--- config.mk ---
export PLATFORM = sky130hd
export DESIGN_NAME = updown_digital_pot_stepper
export DESIGN_NICKNAME = d
export VERILOG_FILES = /design/src/rtl/core/upds_pkg.sv /design/src/rtl/core/updown_digital_pot_stepper.sv
export VERILOG_INCLUDE_DIRS = /design/src /design/src/rtl/core
export SDC_FILE = /design/constraint.sdc
export NUM_CORES = 1
export LEC_CHECK = 0
export ABC_AREA = 1
export BUFFER_PORTS_ARGS = -buffer_cell sky130_fd_sc_hd__buf_2
export CORE_MARGIN = 4
export CORE_UTILIZATION = 38
export DETAILED_ROUTE_END_ITERATION = 7
export GPL_TIMING_DRIVEN = 0
export PLACE_DENSITY_LB_ADDON = 0.05
export SLEW_MARGIN = 40
export SYNTH_ARGS = -nofsm -noshare
export SYNTH_HDL_FRONTEND = slang
export SYNTH_SLANG_ARGS = --single-unit
--- constraint.sdc ---
create_clock -name clk -period 9.2 [get_ports clk]
set_input_delay 1.38 -clock clk [delete_from_list [all_inputs] [get_ports clk]]
set_output_delay 1.38 -clock clk [all_outputs]
set_load 0.02 [all_outputs]
--- src/rtl/core/assert_macros.svh ---
// assertion macros shared by the rtl core
// both sample on the rising edge of clk and are off while arst_n is low
`ifndef ASSERT_MACROS_SVH
`define ASSERT_MACROS_SVH

// plain property that must hold at every edge
`define UPDS_ASSERT(lbl, prop, msg) \
	lbl: assert property (@(posedge clk) disable iff (!arst_n) (prop)) else $error(msg);

// implication checked in the same cycle
`define UPDS_ASSERT_IMPL(lbl, ante, cons, msg) \
	lbl: assert property (@(posedge clk) disable iff (!arst_n) (ante) |-> (cons)) \
		else $error(msg);

`endif

--- src/rtl/core/upds_pkg.sv ---
// ----------------------------------------------------------------------------
// upds_pkg
// Widths, reset values and register indexes of the up/down pot stepper.
// ----------------------------------------------------------------------------
`timescale 1ns / 1ps
`default_nettype none

package upds_pkg;

	localparam int unsigned POS_W    = 7;
	localparam int unsigned TARGET_W = 8;
	localparam int unsigned CFG_IDX_W = 1;
	localparam int unsigned CFG_DATA_W = 7;
	localparam int unsigned POT_COUNT = 2;

	localparam logic [POS_W-1:0] POSITION_MAX_RESET = 7'd100;
	localparam logic [POS_W-1:0] INIT_PULSES_RESET  = 7'd100;

	typedef enum logic [CFG_IDX_W-1:0] {
		CFG_POSITION_MAX = 1'b0,
		CFG_INIT_PULSES  = 1'b1
	} cfg_idx_t;

	localparam logic KIND_TICK = 1'b0;
	localparam logic KIND_MOVE = 1'b1;

endpackage

`default_nettype wire

--- src/rtl/core/updown_digital_pot_stepper.sv ---
// ----------------------------------------------------------------------------
// updown_digital_pot_stepper
// Drives two increment/up-down digital pots and tracks each wiper position.
// ----------------------------------------------------------------------------
// One input item is taken every cycle while the output register is free or
// being emptied; its result (pin levels, busy and drop flags) sits in the
// output register the next cycle. Each item needs a single pass through the
// phase decode between the state registers and the result register, so the
// sustained rate is one item per clock. After reset the block homes pot 0
// and then pot 1, each with init_pulses pulses (two ticks per pulse plus a
// start and an end tick), and reports busy until both positions read zero.
// Move requests that arrive while busy are dropped and flagged.
`timescale 1ns / 1ps
`default_nettype none

`include "assert_macros.svh"

module updown_digital_pot_stepper (
	input  wire logic clk,
	input  wire logic arst_n,

	// configuration write channel
	input  wire logic                               cfg_valid,
	output logic                                    cfg_ready,
	input  wire logic [upds_pkg::CFG_IDX_W-1:0]     cfg_index,
	input  wire logic [upds_pkg::CFG_DATA_W-1:0]    cfg_data,

	// input items
	input  wire logic                               in_valid,
	output logic                                    in_stall,
	input  wire logic                               kind,
	input  wire logic                               pot_id,
	input  wire logic [upds_pkg::TARGET_W-1:0]      target_position,

	// result items
	output logic                                    out_valid,
	input  wire logic                               out_stall,
	output logic                                    select0_n,
	output logic                                    select1_n,
	output logic                                    inc_level,
	output logic                                    updown_level,
	output logic                                    busy_res,
	output logic                                    request_dropped
);

	typedef enum logic [2:0] {
		PH_IDLE       = 3'd0,
		PH_HOME_START = 3'd1,
		PH_HOME_LOW   = 3'd2,
		PH_HOME_HIGH  = 3'd3,
		PH_MOVE_LOW   = 3'd4,
		PH_MOVE_HIGH  = 3'd5
	} phase_t;

	localparam int unsigned PW = upds_pkg::POS_W;

	// configuration
	logic [PW-1:0] position_max_q;
	logic [PW-1:0] init_pulses_q;

	// stepper state
	phase_t        phase_q, phase_d;
	logic [PW-1:0] steps_q, steps_d;
	logic          act_q, act_d;
	logic [PW-1:0] tgt_q, tgt_d;
	logic [PW-1:0] wiper_q [upds_pkg::POT_COUNT];
	logic [PW-1:0] wiper_d [upds_pkg::POT_COUNT];
	logic          sel0_q, sel0_d;
	logic          sel1_q, sel1_d;
	logic          inc_q, inc_d;
	logic          ud_q, ud_d;
	logic          dropped;

	// output register
	logic out_valid_q;
	logic sel0_out_q, sel1_out_q, inc_out_q, ud_out_q, busy_out_q, drop_out_q;

	logic          in_acc;
	logic [PW-1:0] clamped;
	logic [PW-1:0] cur_pos;
	logic          going_down;

	assign cfg_ready = 1'b1;
	assign in_stall  = out_valid_q & out_stall;
	assign in_acc    = in_valid & ~in_stall;

	always_ff @(posedge clk or negedge arst_n) begin
		if (!arst_n) begin
			position_max_q <= upds_pkg::POSITION_MAX_RESET;
			init_pulses_q  <= upds_pkg::INIT_PULSES_RESET;
		end else if (cfg_valid && cfg_ready) begin
			unique case (upds_pkg::cfg_idx_t'(cfg_index))
				upds_pkg::CFG_POSITION_MAX: position_max_q <= cfg_data;
				upds_pkg::CFG_INIT_PULSES:  init_pulses_q  <= cfg_data;
				default: ;
			endcase
		end
	end

	// clamp and direction for a move request
	assign clamped    = (target_position > {1'b0, position_max_q}) ?
		position_max_q : target_position[PW-1:0];
	assign cur_pos    = wiper_q[pot_id];
	assign going_down = cur_pos > clamped;

	always_comb begin
		phase_d    = phase_q;
		steps_d    = steps_q;
		act_d      = act_q;
		tgt_d      = tgt_q;
		wiper_d[0] = wiper_q[0];
		wiper_d[1] = wiper_q[1];
		sel0_d     = sel0_q;
		sel1_d     = sel1_q;
		inc_d      = inc_q;
		ud_d       = ud_q;
		dropped    = 1'b0;

		if (kind == upds_pkg::KIND_TICK) begin
			unique case (phase_q)
				PH_IDLE: ;
				PH_HOME_START: begin
					sel0_d  = act_q;
					sel1_d  = ~act_q;
					inc_d   = 1'b0;
					ud_d    = 1'b0;
					steps_d = init_pulses_q;
					phase_d = PH_HOME_LOW;
				end
				PH_HOME_LOW, PH_MOVE_LOW: begin
					if (steps_q != '0) begin
						inc_d   = 1'b1;
						phase_d = (phase_q == PH_HOME_LOW) ? PH_HOME_HIGH : PH_MOVE_HIGH;
					end else begin
						// release the select of the pot just stepped
						if (act_q) begin
							sel1_d = 1'b1;
						end else begin
							sel0_d = 1'b1;
						end
						if (phase_q == PH_HOME_LOW) begin
							if (!act_q) begin
								act_d   = 1'b1;
								phase_d = PH_HOME_START;
							end else begin
								wiper_d[0] = '0;
								wiper_d[1] = '0;
								act_d      = 1'b0;
								phase_d    = PH_IDLE;
							end
						end else begin
							wiper_d[act_q] = tgt_q;
							phase_d        = PH_IDLE;
						end
					end
				end
				PH_HOME_HIGH, PH_MOVE_HIGH: begin
					inc_d   = 1'b0;
					steps_d = steps_q - PW'(1);
					phase_d = (phase_q == PH_HOME_HIGH) ? PH_HOME_LOW : PH_MOVE_LOW;
				end
				default: begin
					sel0_d  = 1'b1;
					sel1_d  = 1'b1;
					inc_d   = 1'b0;
					ud_d    = 1'b0;
					phase_d = PH_IDLE;
				end
			endcase
		end else if (phase_q != PH_IDLE) begin
			dropped = 1'b1;
		end else if (cur_pos != clamped) begin
			act_d   = pot_id;
			tgt_d   = clamped;
			sel0_d  = pot_id;
			sel1_d  = ~pot_id;
			inc_d   = 1'b0;
			ud_d    = going_down;
			steps_d = going_down ? (cur_pos - clamped) : (clamped - cur_pos);
			phase_d = PH_MOVE_LOW;
		end
	end

	always_ff @(posedge clk or negedge arst_n) begin
		if (!arst_n) begin
			phase_q    <= PH_HOME_START;
			steps_q    <= upds_pkg::INIT_PULSES_RESET;
			act_q      <= 1'b0;
			tgt_q      <= '0;
			wiper_q[0] <= '0;
			wiper_q[1] <= '0;
			sel0_q     <= 1'b1;
			sel1_q     <= 1'b1;
			inc_q      <= 1'b0;
			ud_q       <= 1'b0;
		end else if (in_acc) begin
			phase_q    <= phase_d;
			steps_q    <= steps_d;
			act_q      <= act_d;
			tgt_q      <= tgt_d;
			wiper_q[0] <= wiper_d[0];
			wiper_q[1] <= wiper_d[1];
			sel0_q     <= sel0_d;
			sel1_q     <= sel1_d;
			inc_q      <= inc_d;
			ud_q       <= ud_d;
		end
	end

	always_ff @(posedge clk or negedge arst_n) begin
		if (!arst_n) begin
			out_valid_q <= 1'b0;
		end else if (in_acc) begin
			out_valid_q <= 1'b1;
		end else if (!out_stall) begin
			out_valid_q <= 1'b0;
		end
	end

	// result payload, loaded with every accepted transaction
	always_ff @(posedge clk) begin
		if (in_acc) begin
			sel0_out_q <= sel0_d;
			sel1_out_q <= sel1_d;
			inc_out_q  <= inc_d;
			ud_out_q   <= ud_d;
			busy_out_q <= (phase_d != PH_IDLE);
			drop_out_q <= dropped;
		end
	end

	assign out_valid       = out_valid_q;
	assign select0_n       = sel0_out_q;
	assign select1_n       = sel1_out_q;
	assign inc_level       = inc_out_q;
	assign updown_level    = ud_out_q;
	assign busy_res        = busy_out_q;
	assign request_dropped = drop_out_q;

	`UPDS_ASSERT(a_one_select, !(!sel0_q && !sel1_q), "both pot selects active")
	`UPDS_ASSERT_IMPL(a_inc_needs_select, inc_q, (!sel0_q || !sel1_q),
		"inc high with no pot selected")
	`UPDS_ASSERT_IMPL(a_idle_pins, phase_q == PH_IDLE, (sel0_q && sel1_q && !inc_q),
		"pins not released while idle")
	`UPDS_ASSERT_IMPL(a_drop_while_busy, out_valid && request_dropped, busy_res,
		"request dropped while not busy")

endmodule

`default_nettype wire

== Yosys cells after proc, flatten, opt, wreduce, memory -nomap -nowiden ==
Index checks and enable logic that the tools add are counted.
Storage, ports and cells
  register bits after elaboration: 57
  input port bits: 23
  output and inout port bits: 9
  word-level logic and storage cells: 121
Cells by class
  add/subtract/negate cells: 3
  order comparisons: 5
  eq/ne operators: 11
  multiplexer cells: 54
  bitwise logic cells: 11
  reduce and logical (&&, ||, !) cells: 18
Operator list (number)
  $mux 7: 9
  $mux 1: 29
  $mux 14: 2
  $mux 3: 7
  $bwmux 14: 1
  $pmux 7 s2: 1
  $sub 7x7->7: 2
  $pmux 3 s4: 1
  $reduce_bool 3->1: 3
  $gt 8x7->1: 1
  $reduce_and 4->1: 2
  $demux 7 s1: 1
  $gt 7x7->1: 1
  $ne 7x7->1: 1
  $not 1->1: 7
  $reduce_bool 7->1: 1
  $sub 7x1->7 const B: 1
  $eq 3x2->1 const B: 2
  $eq 3x3->1 const B: 2
  $ne 2x2->1 const B: 3
  $pmux 1 s3: 2
  $reduce_and 6->1: 1
  $reduce_and 5->1: 1
  $reduce_or 5->1: 1
  13 further kinds: 20

== Depth between registers and ports, before layout ==
  depth after elaboration: 9
  gate-level depth with buffers: 25

== Worst setup path before layout ==
Ideal clock, no wire load.
  kind: input to register
  from: input port target_position[6] (netlist bit)
  to: register ud_out_q, in the netlist updown_level, data pin
  arrival: 3775 ps
  data required time: 8945 ps
  path slack: 5170 ps
  stages: 17
  path buffers: 2
  cell sequence: ha_1 -> nand2_1 -> nor3_2 -> nand2_1 -> nand2_1 -> nand2_2 -> buf_2 -> o21ai_0 -> ha_1 -> buf_2 -> nand3_1 -> nand3_1 -> nand4_1 -> o211ai_1 -> nand3_1 -> nand3_1 -> and2_1
On the way
  word-level cells in the longest chain between the ends: 6
  elaborated cells between the ends (all ways): 7
  those cells by class: order compare: 2; eq/ne: 1; mux: 4
RTL lines
  start, declared: RTL line updown_digital_pot_stepper.sv:33  | input wire logic [upds_pkg::TARGET_W-1:0] target_position,
  $gt 8x7->1: RTL line updown_digital_pot_stepper.sv:101  | assign clamped = (target_position > {1'b0, position_max_q}) ?
  $mux 7 (*): RTL line updown_digital_pot_stepper.sv:101
  $gt 7x7->1 / $ne 7x7->1 (equally long branches): RTL line updown_digital_pot_stepper.sv:104, updown_digital_pot_stepper.sv:172
  $mux 1 (*): RTL line updown_digital_pot_stepper.sv:172  | end else if (cur_pos != clamped) begin
  $mux 1 (*): RTL line updown_digital_pot_stepper.sv:170  | end else if (phase_q != PH_IDLE) begin
  $mux 1 (*): RTL line updown_digital_pot_stepper.sv:119  | if (kind == upds_pkg::KIND_TICK) begin
  via ud_d: RTL line updown_digital_pot_stepper.sv:71  | logic ud_q, ud_d;
  end signal, assigned: RTL line updown_digital_pot_stepper.sv:226  | ud_out_q <= ud_d;
  end, declared: RTL line updown_digital_pot_stepper.sv:76  | logic sel0_out_q, sel1_out_q, inc_out_q, ud_out_q, busy_out_q, drop_out_q;
Mark *: on every way through the listed nets, which the timed path passes. The rest lies on a longest branch.
A chain may end at the register's enable or synchronous reset.

== Worst setup path after layout ==
Ends and elaborated chain as after synthesis.

==> metrics.csv <==
stage,metric,value,unit
die,dieArea,0.0116,sq mm
global_route,grt_max_degree,52,
power_and_ir_drop,ir_drop,0.0000754,V
route,first_pass_iters,4,
global_route,grt_antenna_before_repair,0,
clock_network,ctsRootBufferMaster,clkbuf_8,
route,drtIter0Drc,138,
global_route,grt_usage,17.0,%
setup_path,cp.arrival,4.51,ns
sta,max_slew_margin,48.9,%
synthesis,synthFlopType,dfrtp_1,
route,drt-wirelength-per-cell,13.0,um
sta,tightest_slew,0.763,ns
route,drc,0,
global_route,grt_pass1_vias,3268,
sta,drv_slew,0,
setup_path,worst-setup-path-type,in -> reg,
setup_path,worstPathMaxFanout,10,
layout,fin_util,44.4,%
place,dp_hpwl,6.86,mm
run,cap_viol_max_count,0,
sta,skew,0.0136,ns
layout,layout_commonest_cell,nand2_1,
sta,rsz0062_at_grt,no,
route,avgViaCountPerCell,4.74,
sta,setup_tns,0,ns
clock_network,clk_pin_slew,0.07,ns
clock_network,htreeDepth,3,
layout,fillers,1023,
sta,period_minus_slack,4.41,ns
synthesis,yosys_register_bits,57,
synthesis,netlist_instances,512,
setup_path,crit_required,9.30,ns
layout,diodes,0,
clock_network,cts.hold.buffers_added,0,
setup_path,cp-start-kind,input pin,
synthesis,avgSynthCellArea,7.39,sq um
synthesis,ys_warn_count,0,
place,place_congestion,0.820,
power_and_ir_drop,powerDensity,213,mW/mm^2
clock_network,clk_latency,0.34,ns
layout,layout_common_cells,"nand2_1 (122), inv_1 (86), o21ai_0 (58), dfrtp_1 (39), buf_2 (36)",
clock_network,post_cts_resized,0,
clock_network,postCtsSetupBuffers,0,
clock_network,cts_buffers,9,
die,chipHeight,108,um
power_and_ir_drop,power.total,919,uW
synthesis,syn_area,0.00378,sq mm
place,io_buffers,29,
setup_path,critPathCaptureType,register,
layout,drive_gt1_share,16.2,%
route,dr_total_vias,3274,
sta,setup_viol,0,
synthesis,yosysSeqAreaShare,38.9,%
layout,syn_to_final_growth,14.1,%
global_route,grt_overflow,0,
synthesis,synth_async_sr_flop_share,89.5,%
die,rows,36,
worst_hold_path,min_path_type,reg -> reg,
die,die_w,108,um
clock_network,cts_tree,yes,
synthesis,synth-edff-count,6,
die,ios,32,
synthesis,synth_nets,558,
route,wirelength,8.99,mm
clock_network,cts.sinks,57,
run_status,status,"complete, no violations",
route,postRouteAntennaNets,0,
power_and_ir_drop,power.static_leakage,0.00222,uW
global_route,grt_pass1_wl,15.4,mm
sta,timing.final.crit_share,47.9,%
die,initial_utilization,38.9,%
sta,max_freq,227,MHz
layout,nets,598,
clock_network,clockBufferDepth,2,
die,core,0.00973,sq mm
synthesis,synth_cell_types,42,
sta,hold_viol_final,0,
[flip-flops by register name, summed over array words and instances, names as in the netlist, 3 cells and up]
signal / cells
wiper_q: 14
steps_q: 7
init_pulses_q: 7
position_max_q: 7
phase_q: 3
tgt_q: 7
[where the power goes]
group / internal [uW] / leakage [uW] / switching (uW)
Sequential: 309 / 0.000653 / 30.0
Clock: 155 / 0.000113 / 108
Combinational: 115 / 0.00145 / 203
Total: 578 / 0.00222 / 341
[cells by family after synthesis]
kind of cell,count (synthesis),share of synthesized area [%]
and+or+nand+nor,196,22.7
AOI/OAI and AO/OA,112,16.1
buffers and inverters,112,11.7
DFF,57,38.9
adders and majority gates,23,8.00
xor gates and xnor gates,11,2.55
other,1,0.0991
[synthesized netlist by cell type (all sizes together), types with 2 or more instances]
cell | n | area, sq um
edfxtp | 6 | 180
nand4 | 4 | 31.3
a211oi | 2 | 15.0
nor2 | 27 | 116
nand3b | 2 | 15.0
clkbuf | 6 | 22.5
buf | 11 | 62.6
nand3 | 33 | 175
xor2 | 9 | 78.8
nand2 | 126 | 488
a21boi | 2 | 15.0
nor3 | 3 | 25.0
dfstp | 12 | 315
xnor2 | 2 | 17.5
o22ai | 9 | 56.3
a21oi | 21 | 105
fa | 2 | 40.0
a31oi | 4 | 31.3
dfrtp | 39 | 976
ha | 21 | 263
o211ai | 2 | 15.0
inv | 95 | 357
o21ai | 69 | 349
[metal layers]
metal,GRT usage [%],vias to the layer above,share of wire (%)
met2,28.5,63,48
met3,3.84,6,3.9
met5,0,-,0
li1,-,1723,-
met1,22.0,1482,48
met4,4.60,0,0.79
[through the flow]
stage | instance area, sq um | hold slack [ns] | setup WS (ns) | std cells
global placement | 4100 | 0.467 | 4.42 | 674
floorplan | 3780 | 0.448 | 5.17 | 512
finish | 4320 | 0.476 | 4.79 | 690
detailed placement | 4100 | 0.469 | 4.39 | 674
global route | 4320 | 0.508 | 4.50 | 690
CTS | 4320 | 0.482 | 4.75 | 690
[worst paths after layout]
check / depth (start not counted) / startpoint / end / slack [ns]
max: 18 / target_position[6] / updown_level / 4.79
min: 2 / out_valid / out_valid / 0.48
max reg2reg: 18 / position_max_q[6] / updown_level / 5.34
min reg2reg: 2 / out_valid / out_valid / 0.48
max in group asynchronous: 1 / arst_n / position_max_q[0] / 7.66
min in group asynchronous: 1 / arst_n / wiper_q[11] / 1.07
[area by class of cell]
cell class	count	area (sq um)	share of cell area [%]
well taps	133	166	3.86
flip-flops and latches	57	1470	34.1
repair buffers	29	148	3.42
inverters	95	357	8.26
plain buffers	17	85.1	1.97
multi-input cells	343	1870	43.3
clock inverters	2	35.0	0.812
clock buffers	14	183	4.23
[critical path, cell delays in order]
cell and delay (ns):
buf_2 0.11, ha_1 0.28, nand2_1 0.08, nor3_2 0.16, nand2_1 0.07, nand2_1 0.12
nand2_2 0.09, buf_2 0.18, o21ai_0 0.41, ha_1 0.31, buf_2 0.18, nand3_1 0.09
nand3_1 0.13, nand4_1 0.10, o211ai_1 0.31, nand3_1 0.20, nand3_1 0.12, and2_1 0.17
No activity file was read; power rests on OpenSTA's default activity.
